$ cat config.mk
export PLATFORM = sky130hd
export DESIGN_NAME = grayscale_frame_serializer_unit
export DESIGN_NICKNAME = d
export VERILOG_FILES = /design/src/rtl/gfs_pkg.sv /design/src/rtl/gfs_datapath.sv /design/src/rtl/gfs_ctrl.sv /design/src/rtl/grayscale_frame_serializer_unit.sv
export SDC_FILE = /design/constraint.sdc
export NUM_CORES = 1
export LEC_CHECK = 0
export BUFFER_PORTS_ARGS = -buffer_cell sky130_fd_sc_hd__buf_2
export CAP_MARGIN = 15
export CORE_ASPECT_RATIO = 1.2
export CORE_UTILIZATION = 34
export CTS_BUF_LIST = sky130_fd_sc_hd__clkbuf_8 sky130_fd_sc_hd__clkbuf_16
export DETAILED_ROUTE_END_ITERATION = 6
export PLACE_DENSITY_LB_ADDON = 0.1
export SLEW_MARGIN = 0
export SYNTH_ARGS = -nofsm -noshare
export SYNTH_HDL_FRONTEND = slang
export SYNTH_SLANG_ARGS = --single-unit
$ cat constraint.sdc
create_clock -name clk -period 5.74 [get_ports clk]
set_input_delay 0 -clock clk [delete_from_list [all_inputs] [get_ports clk]]
set_output_delay 0 -clock clk [all_outputs]
set_load 0.01 [all_outputs]
$ cat src/rtl/gfs_pkg.sv
package gfs_pkg;

  localparam int NUM_CHANNELS = 32;
  localparam int PAIR_COUNT   = NUM_CHANNELS / 2;
  localparam int CH_W         = $clog2(NUM_CHANNELS);
  localparam int PAIR_W       = (PAIR_COUNT > 1) ? $clog2(PAIR_COUNT) : 1;
  localparam int LEVEL_W      = 12;
  localparam int BYTE_W       = 8;
  localparam int DIV_W        = 8;

  localparam logic [DIV_W-1:0] FRAME_DIV_RESET = 8'd8;

  localparam logic CMD_WRITE  = 1'b0;
  localparam logic CMD_TICK   = 1'b1;
  localparam logic KIND_LATCH = 1'b0;
  localparam logic KIND_DATA  = 1'b1;

  typedef enum logic [2:0] {
    S_IDLE,
    S_EVEN,
    S_B0,
    S_B1,
    S_B2
  } state_t;

  typedef enum logic [1:0] {
    SEL_LATCH,
    SEL_B0,
    SEL_B1,
    SEL_B2
  } out_sel_t;

  typedef struct packed {
    logic     wr_en;
    logic     tick_en;
    logic     stream_start;
    logic     rd_en;
    logic     rd_odd;
    logic     rd_next;
    logic     cap_odd;
    logic     cap_even;
    logic     pair_dec;
    logic     emit;
    logic     last;
    out_sel_t sel;
  } dp_cmd_t;

  typedef struct packed {
    logic out_free;
    logic tick_hit;
    logic pair_zero;
  } dp_status_t;

endpackage

$ cat src/rtl/gfs_datapath.sv
module gfs_datapath (
  input  logic                          clk,
  input  logic                          rst_n,
  input  gfs_pkg::dp_cmd_t              cmd,
  output gfs_pkg::dp_status_t           status,
  input  logic [4:0]                    in_channel,
  input  logic [gfs_pkg::LEVEL_W-1:0]   in_level,
  input  logic                          cfg_wr_en,
  input  logic [gfs_pkg::DIV_W-1:0]     cfg_wr_data,
  output logic                          out_valid,
  input  logic                          out_stall,
  output logic                          out_kind,
  output logic [gfs_pkg::BYTE_W-1:0]    out_data_byte,
  output logic                          out_last
);

  logic [gfs_pkg::LEVEL_W-1:0] level_mem_r [gfs_pkg::NUM_CHANNELS];
  logic [gfs_pkg::NUM_CHANNELS-1:0] valid_r;
  logic [gfs_pkg::LEVEL_W-1:0] rd_data_r;
  logic [gfs_pkg::LEVEL_W-1:0] odd_r;
  logic [gfs_pkg::LEVEL_W-1:0] even_r;
  logic [gfs_pkg::PAIR_W-1:0]  pair_r;
  logic [gfs_pkg::PAIR_W-1:0]  pair_nxt;
  logic [gfs_pkg::PAIR_W-1:0]  rd_pair;
  logic [gfs_pkg::CH_W-1:0]    rd_addr;
  logic [gfs_pkg::CH_W-1:0]    wr_addr;
  logic                        wr_ok;
  logic [gfs_pkg::DIV_W-1:0]   tick_count_r;
  logic [gfs_pkg::DIV_W-1:0]   tick_nxt;
  logic [gfs_pkg::DIV_W-1:0]   frame_div_r;
  logic                        out_valid_r;
  logic                        out_kind_r;
  logic [gfs_pkg::BYTE_W-1:0]  out_byte_r;
  logic                        out_last_r;
  logic                        kind_nxt;
  logic [gfs_pkg::BYTE_W-1:0]  byte_nxt;

  assign wr_addr  = gfs_pkg::CH_W'(in_channel);
  assign wr_ok    = cmd.wr_en && (32'(in_channel) < 32'(gfs_pkg::NUM_CHANNELS));
  assign tick_nxt = tick_count_r + 8'd1;

  always_comb begin
    if (cmd.stream_start) begin
      rd_pair = gfs_pkg::PAIR_W'(gfs_pkg::PAIR_COUNT - 1);
    end else if (cmd.rd_next) begin
      rd_pair = pair_r - 1'b1;
    end else begin
      rd_pair = pair_r;
    end
    rd_addr = gfs_pkg::CH_W'({rd_pair, cmd.rd_odd});
  end

  always_ff @(posedge clk) begin
    if (wr_ok) begin
      level_mem_r[wr_addr] <= in_level;
    end
    if (cmd.rd_en) begin
      rd_data_r <= valid_r[rd_addr] ? level_mem_r[rd_addr] : '0;
    end
  end

  always_ff @(posedge clk) begin
    if (!rst_n) begin
      valid_r <= '0;
    end else if (wr_ok) begin
      valid_r[wr_addr] <= 1'b1;
    end
  end

  always_ff @(posedge clk) begin
    if (cmd.cap_odd) begin
      odd_r <= rd_data_r;
    end
    if (cmd.cap_even) begin
      even_r <= rd_data_r;
    end
  end

  always_comb begin
    pair_nxt = pair_r;
    if (cmd.stream_start) begin
      pair_nxt = gfs_pkg::PAIR_W'(gfs_pkg::PAIR_COUNT - 1);
    end else if (cmd.pair_dec) begin
      pair_nxt = pair_r - 1'b1;
    end
  end

  always_ff @(posedge clk) begin
    if (!rst_n) begin
      pair_r       <= '0;
      tick_count_r <= '0;
      frame_div_r  <= gfs_pkg::FRAME_DIV_RESET;
    end else begin
      pair_r <= pair_nxt;
      if (cmd.tick_en) begin
        tick_count_r <= cmd.stream_start ? '0 : tick_nxt;
      end
      if (cfg_wr_en) begin
        frame_div_r <= cfg_wr_data;
      end
    end
  end

  always_comb begin
    kind_nxt = gfs_pkg::KIND_DATA;
    case (cmd.sel)
      gfs_pkg::SEL_LATCH: begin
        kind_nxt = gfs_pkg::KIND_LATCH;
        byte_nxt = '0;
      end
      gfs_pkg::SEL_B0: byte_nxt = odd_r[11:4];
      gfs_pkg::SEL_B1: byte_nxt = {odd_r[3:0], even_r[11:8]};
      gfs_pkg::SEL_B2: byte_nxt = even_r[7:0];
      default:         byte_nxt = '0;
    endcase
  end

  always_ff @(posedge clk) begin
    if (!rst_n) begin
      out_valid_r <= 1'b0;
    end else if (cmd.emit) begin
      out_valid_r <= 1'b1;
    end else if (!out_stall) begin
      out_valid_r <= 1'b0;
    end
  end

  always_ff @(posedge clk) begin
    if (cmd.emit) begin
      out_kind_r <= kind_nxt;
      out_byte_r <= byte_nxt;
      out_last_r <= cmd.last;
    end
  end

  assign status.out_free  = !out_valid_r || !out_stall;
  assign status.tick_hit  = (tick_nxt == frame_div_r);
  assign status.pair_zero = (pair_r == '0);

  assign out_valid     = out_valid_r;
  assign out_kind      = out_kind_r;
  assign out_data_byte = out_byte_r;
  assign out_last      = out_last_r;

endmodule

$ cat src/rtl/gfs_ctrl.sv
module gfs_ctrl (
  input  logic                 clk,
  input  logic                 rst_n,
  input  logic                 in_valid,
  input  logic                 in_command,
  output logic                 in_stall,
  input  gfs_pkg::dp_status_t  status,
  output gfs_pkg::dp_cmd_t     cmd
);

  gfs_pkg::state_t state_r;
  gfs_pkg::state_t state_nxt;
  logic            accept;

  always_ff @(posedge clk) begin
    if (!rst_n) begin
      state_r <= gfs_pkg::S_IDLE;
    end else begin
      state_r <= state_nxt;
    end
  end

  always_comb begin
    state_nxt = state_r;
    cmd       = '0;
    cmd.sel   = gfs_pkg::SEL_LATCH;
    in_stall  = (state_r != gfs_pkg::S_IDLE) ||
                (in_command == gfs_pkg::CMD_TICK && !status.out_free);
    accept    = in_valid && !in_stall;
    case (state_r)
      gfs_pkg::S_IDLE: begin
        if (accept && in_command == gfs_pkg::CMD_WRITE) begin
          cmd.wr_en = 1'b1;
        end else if (accept) begin
          cmd.tick_en = 1'b1;
          cmd.emit    = 1'b1;
          cmd.sel     = gfs_pkg::SEL_LATCH;
          if (status.tick_hit) begin
            cmd.stream_start = 1'b1;
            cmd.rd_en        = 1'b1;
            cmd.rd_odd       = 1'b1;
            state_nxt        = gfs_pkg::S_EVEN;
          end else begin
            cmd.last = 1'b1;
          end
        end
      end
      gfs_pkg::S_EVEN: begin
        cmd.rd_en   = 1'b1;
        cmd.cap_odd = 1'b1;
        state_nxt   = gfs_pkg::S_B0;
      end
      gfs_pkg::S_B0: begin
        cmd.cap_even = 1'b1;
        if (status.out_free) begin
          cmd.emit  = 1'b1;
          cmd.sel   = gfs_pkg::SEL_B0;
          state_nxt = gfs_pkg::S_B1;
        end
      end
      gfs_pkg::S_B1: begin
        if (status.out_free) begin
          cmd.emit  = 1'b1;
          cmd.sel   = gfs_pkg::SEL_B1;
          state_nxt = gfs_pkg::S_B2;
          if (!status.pair_zero) begin
            cmd.rd_en   = 1'b1;
            cmd.rd_odd  = 1'b1;
            cmd.rd_next = 1'b1;
          end
        end
      end
      gfs_pkg::S_B2: begin
        if (status.out_free) begin
          cmd.emit = 1'b1;
          cmd.sel  = gfs_pkg::SEL_B2;
          cmd.last = status.pair_zero;
          if (status.pair_zero) begin
            state_nxt = gfs_pkg::S_IDLE;
          end else begin
            cmd.rd_en    = 1'b1;
            cmd.rd_next  = 1'b1;
            cmd.cap_odd  = 1'b1;
            cmd.pair_dec = 1'b1;
            state_nxt    = gfs_pkg::S_B0;
          end
        end
      end
      default: state_nxt = gfs_pkg::S_IDLE;
    endcase
  end

  a_emit_free: assert property (@(posedge clk) disable iff (!rst_n)
    cmd.emit |-> status.out_free)
    else $error("result loaded while output register busy");

  a_start_hit: assert property (@(posedge clk) disable iff (!rst_n)
    cmd.stream_start |-> (status.tick_hit && cmd.emit && !cmd.last))
    else $error("frame stream started without divider hit");

  a_last_idle: assert property (@(posedge clk) disable iff (!rst_n)
    (state_r == gfs_pkg::S_B2 && cmd.emit && status.pair_zero) |=>
    (state_r == gfs_pkg::S_IDLE))
    else $error("controller did not return to idle after final byte");

  a_wr_rd: assert property (@(posedge clk) disable iff (!rst_n)
    cmd.wr_en |-> (!cmd.rd_en && !cmd.emit))
    else $error("level write overlaps a frame read");

endmodule

$ cat src/rtl/grayscale_frame_serializer_unit.sv
// A tick item's latch pulse is presented in the cycle after the item is accepted.
// Throughput: a frame tick stalls the input until its frame is sent; the frame's data bytes
//   follow at one byte per cycle while out_stall is low, three per channel pair (48 at 32
//   channels), from a level memory read one channel at a time.
// Reset (synchronous, rst_n low): all levels read as zero, divider count zero,
//   frame_divider back to 8, output empty.
module grayscale_frame_serializer_unit (
  input  logic                         clk,
  input  logic                         rst_n,
  input  logic                         in_valid,
  output logic                         in_stall,
  input  logic                         in_command,
  input  logic [4:0]                   in_channel,
  input  logic [gfs_pkg::LEVEL_W-1:0]  in_level,
  output logic                         out_valid,
  input  logic                         out_stall,
  output logic                         out_kind,
  output logic [gfs_pkg::BYTE_W-1:0]   out_data_byte,
  output logic                         out_last,
  input  logic                         cfg_wr_en,
  input  logic [gfs_pkg::DIV_W-1:0]    cfg_wr_data
);

  gfs_pkg::dp_cmd_t    cmd;
  gfs_pkg::dp_status_t status;

  gfs_ctrl u_ctrl (
    .clk        (clk),
    .rst_n      (rst_n),
    .in_valid   (in_valid),
    .in_command (in_command),
    .in_stall   (in_stall),
    .status     (status),
    .cmd        (cmd)
  );

  gfs_datapath u_datapath (
    .clk           (clk),
    .rst_n         (rst_n),
    .cmd           (cmd),
    .status        (status),
    .in_channel    (in_channel),
    .in_level      (in_level),
    .cfg_wr_en     (cfg_wr_en),
    .cfg_wr_data   (cfg_wr_data),
    .out_valid     (out_valid),
    .out_stall     (out_stall),
    .out_kind      (out_kind),
    .out_data_byte (out_data_byte),
    .out_last      (out_last)
  );

endmodule
# Word level (Yosys, flattened, before mapping)
# Memory sizes are Yosys's and may differ from the RTL's. A register that Yosys moved wholly into a read port is not among the register bits.
# Cells that the tools add are included.
# W data, S select, Z words.
# totals
n_memories	1
register_bits	90
ram_bits	384
wordCells	102
# op_classes
n_eq_ne	15
reduce_logical	18
n_lt_le_gt_ge	3
bitwise_logic	2
addsub	2
muxes	50
# memory_table
memory	depth	word_bits	rd	rd_clocked_by_memory_dff	wr	line	source
u_datapath.level_mem_r	32	12	1	1	1	gfs_datapath.sv:17	logic [gfs_pkg::LEVEL_W-1:0] level_mem_r [gfs_pkg::NUM_CHANNELS];
# ops
cell	n
$mux W4	8
$or A32 B32 Y32	1
$pmux W8 S4	1
$mux W3	10
$mux W1	15
$pmux W3 S5	1
$lt A5 B6 Y1 const B	2
$ne A2 B1 Y1 const B	5
$add A8 B1 Y8 const B	1
$eq A8 B8 Y1	1
$mux W2	4
$mux W8	1
$pmux W1 S2	4
$pmux W2 S4	1
$eq A3 B2 Y1 const B	2
$reduce_and A6 Y1	1
$bmux W1 S5	1
$demux W1 S5	1
$ge A5 B1 Y1 const B	1
$logic_not A1 Y1	5
$mux W5	1
$eq A2 B2 Y1 const B	2
$logic_and A1 B1 Y1	4
$logic_not A4 Y1	1
other kinds (14)	16

# Logic depth before layout (Yosys ltp)
# logic_depth
ltp_word	14
depth_mapped	15
mapped_depth_nobuf	11

# Modules after synthesis
# Synthesis repeated with hierarchy kept, for this count alone.
# hier_totals
hier_cells	1140
area_unflattened_um2	19632.6
# by_module_without_submodules
mod	area_each_um2	seq_area_each_um2	instances	cells_per_inst
gfs_datapath	19242.2	13973.4	1	1085
gfs_ctrl	390.4	60.1	1	55

# Least setup slack after synthesis
# No wires, ideal clock.
# synth_timing
kind	reg-to-reg
from	register u_datapath.pair_r[0] (netlist bit)
to	register u_datapath.rd_data_r[9] (netlist bit) (read register of u_datapath.level_mem_r) (data pin)
path_slack_ns	2.079
path_buffers	2
path_stages_with_launch	14
required_ns	5.479
t_arrival_ns	3.400
cell_sequence	dfxtp_1 -> clkbuf_1 -> clkinv_1 -> ha_1 -> nor3b_1 -> a211oi_4 -> xnor2_2 -> buf_2 -> mux2_1 -> a221oi_1 -> a2bb2oi_1 -> nor3_1 -> or3_1 -> o311a_1
# synth_between
elab_chain_len	9
# synth_rtl
item	line	source
start, declared	gfs_datapath.sv:22	logic [gfs_pkg::PAIR_W-1:0] pair_r;
start signal, assigned	gfs_datapath.sv:94	pair_r <= pair_nxt;
$logic_not A4 Y1	gfs_datapath.sv:138	assign status.pair_zero = (pair_r == '0);
$mux W2 / $mux W3 (equally long branches)	gfs_ctrl.sv:78, gfs_ctrl.sv:66	
$mux W2 / $mux W3 (equally long branches)	gfs_ctrl.sv:74, gfs_ctrl.sv:62	
$pmux W1 S2	gfs_ctrl.sv:30	case (state_r)
$mux W4	gfs_datapath.sv:45	end else if (cmd.rd_next) begin
$mux W4	gfs_datapath.sv:43	if (cmd.stream_start) begin
$bmux W1 S5	gfs_datapath.sv:58	rd_data_r <= valid_r[rd_addr] ? level_mem_r[rd_addr] : '0;
$mux W1 (not written as such)	gfs_datapath.sv:58	
$logic_not A1 Y1 (no line)	n/a	
end, declared	gfs_datapath.sv:19	logic [gfs_pkg::LEVEL_W-1:0] rd_data_r;
# Parallel ways exist; a longest one is shown, timed or not. The select of a mux whose other input is x is not followed.
# A chain may end at the register's enable or synchronous reset.

# Final worst setup path
# layout_timing
from	register u_datapath.pair_r[0] (netlist bit)
to	register u_datapath.rd_data_r[6] (netlist bit) (read register of u_datapath.level_mem_r) (data pin)
# The elaborated chain is that of the path after synthesis.

==> flow_summary.yaml <==
run_status:
  status: "finished with violations"
  violated_checks: "hold timing"
placed_design:
  detailedPlacementHpwl_mm: 33.0
  dp_cells: 2247
  finalWeightedCongestion: 0.805
  place_worst_setup_slack_ns: 0.783
  port_buffers: 42
global_routing:
  grt_use_total: 0.192
  number_of_antenna_violations_at_the_first_check_in_global_routing: 1
  grt_use_met2: 0.326
  grt_first_pass_wirelength_mm: 83.2
  global_route.overflow_total: 0
  grt_use_met1: 0.256
  grt_max_degree: 84
  met3_usage: 0.0249
  grt.busiest_layer: "met2"
  first_global_vias: 12400
cells_and_area:
  synthToLayoutAreaGrowth_pct: 15.3
  final_net_count: 1620
  post_route_cells_drive_above_1_share: 0.116
  final_cell_count_no_fill: 2362
timing:
  final_setup_margin_ns: 0.774
  final.min_clock_period_ns: 4.97
  finClkSkew_ns: 0.0217
  timing_max_transition_violations_final: 0
  grt_setup_unrepaired: "false"
  totalNegativeSetupSlack_ns: 0
  headroom_to_the_max_slew_limit: 0.255
  period_share: 0.865
  finalSetupViolCount: 0
  finalHoldViolCount: 2
  whs_ns: -0.00190
  maxClockFrequency_ghz: 0.201
  worst_slew_pin_slew_ns: 1.12
clocking:
  hold_buffers: 21
  clock_sinks: 486
  cts-htree-levels: 2
  post_cts.repair.setup_buffers: 0
  tritoncts.num_buffers: 52
  clkLatencyLatePin_ns: 0.60
  cts_tree: "built"
  clock_tree.buffer_depth: 3
  cts.clk_slew.worst_paths_ns: 0.06
  cts_resized: 0
  clock_tree.root_cell: "sky130_fd_sc_hd__clkbuf_16"
setup_path:
  critPathBufInv: 3
  crit_path_cell_trace: "clkinv_1, ha_1, nor3b_1, a211oi_4, xnor2_4, buf_4, buf_4, mux4_2, nor2_1, o21ai_0, o32a_1, and3_1"
  critical_path_cell_count: 12
  worst_path_dominant_cell_family: "simple AND/OR/NAND/NOR gates"
  crit_arrival_ns: 5.33
  worst-path-max-fanout: 23
  category_of_the_worst_setup_path_capture_point: "flip-flop"
  critPathKind: "flip-flop to flip-flop"
  critical_path.max_stage_delay_ns: 0.84
  r2r_cells: 12
  timing.critical_path.slowest_stage_cell: "sky130_fd_sc_hd__nor3b_1"
  crit_required_ns: 6.10
  cp_common_cell: "sky130_fd_sc_hd__buf_4"
  critical_path.startpoint_type: "flip-flop"
job:
  maxCapViolCount: 0
floorplan:
  core_area_mm2: 0.0572
  io_pins: 43
  rows: 96
  initial_utilization: 0.344
  fp.dieArea_mm2: 0.0588
  floorplan.die.width_um: 222
  die-height_um: 265
power:
  swShare: 0.212
  total_internal_power_mw: 5.69
  switchingPower_mw: 1.53
  power.share.combinational: 0.025
  clockPowerShare: 0.439
  power_density_mw_per_mm2: 318
  static-leakage-power_nw: 7.66
  power_frac_seq: 0.536
  worst_supply_voltage_drop_on_vdd_mv: 0.175
synthesis:
  ys_types: 60
  yosysWarnings: 0
  ys_async_sr_fraction: 0
  synth_flop_cell: "sky130_fd_sc_hd__edfxtp_1"
  synth.ff_latch_count: 486
  avgSynthCellArea_um2: 12.9
  synth.yosys.seq_area_share: 0.714
  syn_area_mm2: 0.0197
  synth_nets: 1558
  number_of_enable_type_register_cells_in_the_synthesized_netlist: 430
  synthCells: 1525
drt:
  drt_pre_antenna_iters: 6
  initialDrtViolationCount: 1059
  routed_via_density: 5.32
  drt_drc_violations_left: 0
  ant_nets: 0
  totalWireLength_mm: 55.9
  route.detailed.wl_per_inst_um: 23.7
  route.vias.total: 12600
worst_hold_path:
  path_type_of_the_worst_min_delay_path: "primary input to flip-flop"
  hold_critical_path_depth: 1
==> layout make-up <==
class | count | area [um2]
Multi-Input combinational cell | 932 | 5290
Inverter | 7 | 26.3
Clock inverter | 41 | 285
Clock buffer | 52 | 1300
Fill cell | 5313 | 34500
Sequential cell | 486 | 14000
Tap cell | 735 | 920
Antenna cell | 1 | 2.50
Timing Repair Buffer | 108 | 825
==> layer usage <==
metal	vias to the layer above	part of all wire	routed length [um]
li1	5852	-	-
met1	6346	0.44	24800
met2	286	0.50	27700
met3	76	0.039	2160
met4	2	0.022	1250
met5	-	0.00023	13
==> cell families after synthesis <==
group                    count (synthesis)  share of synthesized area
AND/OR/NAND/NOR                        577                      0.132
flip-flops                             486                      0.714
AO/OA/AOI/OAI                          293                     0.0989
buffers and inverters                  107                     0.0211
multiplexers                            48                     0.0272
XOR/XNOR                                12                    0.00573
adder cells (fa/ha/maj)                  2                    0.00127
==> layout by cell type (no fill, tap or decap), types with 4 or more instances in the layout <==
master | synthesis | layout
sky130_fd_sc_hd__clkbuf_16 | 0 | 52
sky130_fd_sc_hd__a221oi_1 | 13 | 13
sky130_fd_sc_hd__nor2_1 | 49 | 39
sky130_fd_sc_hd__nand3_1 | 114 | 114
sky130_fd_sc_hd__xnor2_1 | 8 | 7
sky130_fd_sc_hd__mux2i_1 | 31 | 31
sky130_fd_sc_hd__o21a_1 | 40 | 40
sky130_fd_sc_hd__edfxtp_1 | 430 | 430
sky130_fd_sc_hd__a2bb2oi_1 | 14 | 14
sky130_fd_sc_hd__buf_4 | 0 | 39
sky130_fd_sc_hd__o21ai_0 | 29 | 29
sky130_fd_sc_hd__nor2_2 | 0 | 9
sky130_fd_sc_hd__a21boi_0 | 6 | 6
sky130_fd_sc_hd__dfxtp_1 | 56 | 56
sky130_fd_sc_hd__nor2b_1 | 17 | 16
sky130_fd_sc_hd__buf_2 | 11 | 42
sky130_fd_sc_hd__mux2_1 | 8 | 8
sky130_fd_sc_hd__dlygate4sd3_1 | 0 | 21
sky130_fd_sc_hd__and3_1 | 4 | 4
sky130_fd_sc_hd__clkinv_1 | 1 | 8
sky130_fd_sc_hd__nor3_1 | 60 | 59
sky130_fd_sc_hd__a31oi_1 | 16 | 16
sky130_fd_sc_hd__nand2b_1 | 11 | 11
sky130_fd_sc_hd__or3_1 | 16 | 16
sky130_fd_sc_hd__a22oi_1 | 21 | 21
sky130_fd_sc_hd__clkinv_2 | 0 | 11
sky130_fd_sc_hd__buf_12 | 0 | 5
sky130_fd_sc_hd__nand4_1 | 11 | 11
sky130_fd_sc_hd__inv_1 | 6 | 19
sky130_fd_sc_hd__a211oi_1 | 14 | 14
sky130_fd_sc_hd__nor3b_1 | 4 | 4
sky130_fd_sc_hd__o22ai_1 | 11 | 11
sky130_fd_sc_hd__and2_1 | 4 | 4
sky130_fd_sc_hd__nand2_1 | 277 | 275
sky130_fd_sc_hd__a21oi_1 | 96 | 96
sky130_fd_sc_hd__o311a_1 | 11 | 11
sky130_fd_sc_hd__mux2_2 | 6 | 6
==> synth_stat cells, types with 11 or more instances <==
cell	number	area (um2)
sky130_fd_sc_hd__a211oi_1	14	105
sky130_fd_sc_hd__a21oi_1	96	480
sky130_fd_sc_hd__a221oi_1	13	114
sky130_fd_sc_hd__a22oi_1	21	158
sky130_fd_sc_hd__a2bb2oi_1	14	123
sky130_fd_sc_hd__a31oi_1	16	100
sky130_fd_sc_hd__buf_1	12	45.0
sky130_fd_sc_hd__buf_2	11	55.1
sky130_fd_sc_hd__clkbuf_1	77	289
sky130_fd_sc_hd__dfxtp_1	56	1120
sky130_fd_sc_hd__edfxtp_1	430	12900
sky130_fd_sc_hd__mux2i_1	31	310
sky130_fd_sc_hd__nand2_1	277	1040
sky130_fd_sc_hd__nand2b_1	11	68.8
sky130_fd_sc_hd__nand3_1	114	571
sky130_fd_sc_hd__nand4_1	11	68.8
sky130_fd_sc_hd__nor2_1	49	184
sky130_fd_sc_hd__nor2b_1	17	106
sky130_fd_sc_hd__nor3_1	60	300
sky130_fd_sc_hd__o21a_1	40	300
sky130_fd_sc_hd__o21ai_0	29	145
sky130_fd_sc_hd__o22ai_1	11	68.8
sky130_fd_sc_hd__o311a_1	11	110
sky130_fd_sc_hd__or3_1	16	100
==> worst paths after layout <==
kind | slack [ns] | start | to
worst max-delay path | 0.77 | u_datapath.pair_r[0]$_SDFFE_PN0P_ | u_datapath.rd_data_r[6]$_SDFFCE_PN0P_
worst min-delay path | -0.002 | in_level[10] | u_datapath.level_mem_r[19][10]$_DFFE_PP_
worst max register to register | 0.77 | u_datapath.pair_r[0]$_SDFFE_PN0P_ | u_datapath.rd_data_r[6]$_SDFFCE_PN0P_
worst min register to register | 0.46 | u_datapath.valid_r[5]$_SDFFE_PN0P_ | u_datapath.valid_r[5]$_SDFFE_PN0P_
==> registers in the layout, summed over array words and instances (netlist names) <==
signal                    flops
u_datapath.level_mem_r      384
u_datapath.valid_r           32
u_datapath.even_r            12
u_datapath.odd_r             12
u_datapath.rd_data_r         12
u_datapath.frame_div_r        8
u_datapath.out_data_byte      8
u_datapath.tick_count_r       8
u_datapath.pair_r             4
u_ctrl.state_r                3
u_datapath.out_kind           1
u_datapath.out_last           1
u_datapath.out_valid          1
==> worst register-to-register path: stages (launching register included) <==
cell	delay, ns
sky130_fd_sc_hd__dfxtp_1	0.40
sky130_fd_sc_hd__clkinv_1	0.25
sky130_fd_sc_hd__ha_1	0.26
sky130_fd_sc_hd__nor3b_1	0.84
sky130_fd_sc_hd__a211oi_4	0.21
sky130_fd_sc_hd__xnor2_4	0.64
sky130_fd_sc_hd__buf_4	0.37
sky130_fd_sc_hd__buf_4	0.36
sky130_fd_sc_hd__mux4_2	0.54
sky130_fd_sc_hd__nor2_1	0.08
sky130_fd_sc_hd__o21ai_0	0.10
sky130_fd_sc_hd__o32a_1	0.39
sky130_fd_sc_hd__and3_1	0.28
==> stage by stage <==
stage	hold WS (ns)	instance area (um2)	power, mW	utilization
after floorplan	0.0989	19700	4.01	-
after global placement	0.219	20900	4.11	0.365
after detailed placement	0.236	20900	4.12	0.365
after CTS	0.000558	22700	7.31	0.397
after global routing	0.00108	22700	7.44	0.397
final	-0.00190	22700	7.22	0.397
==> power by group through the flow <==
stage                     registers [mW]  logic [mW]  clock network, mW
after floorplan                     3.94      0.0636                  0
after global placement              3.95       0.168                  0
after detailed placement            3.95       0.170                  0
after CTS                           3.87       0.182               3.26
after global routing                3.87       0.194               3.37
final                               3.87       0.178               3.17
Note: power is estimated with default switching activity, not from simulation.
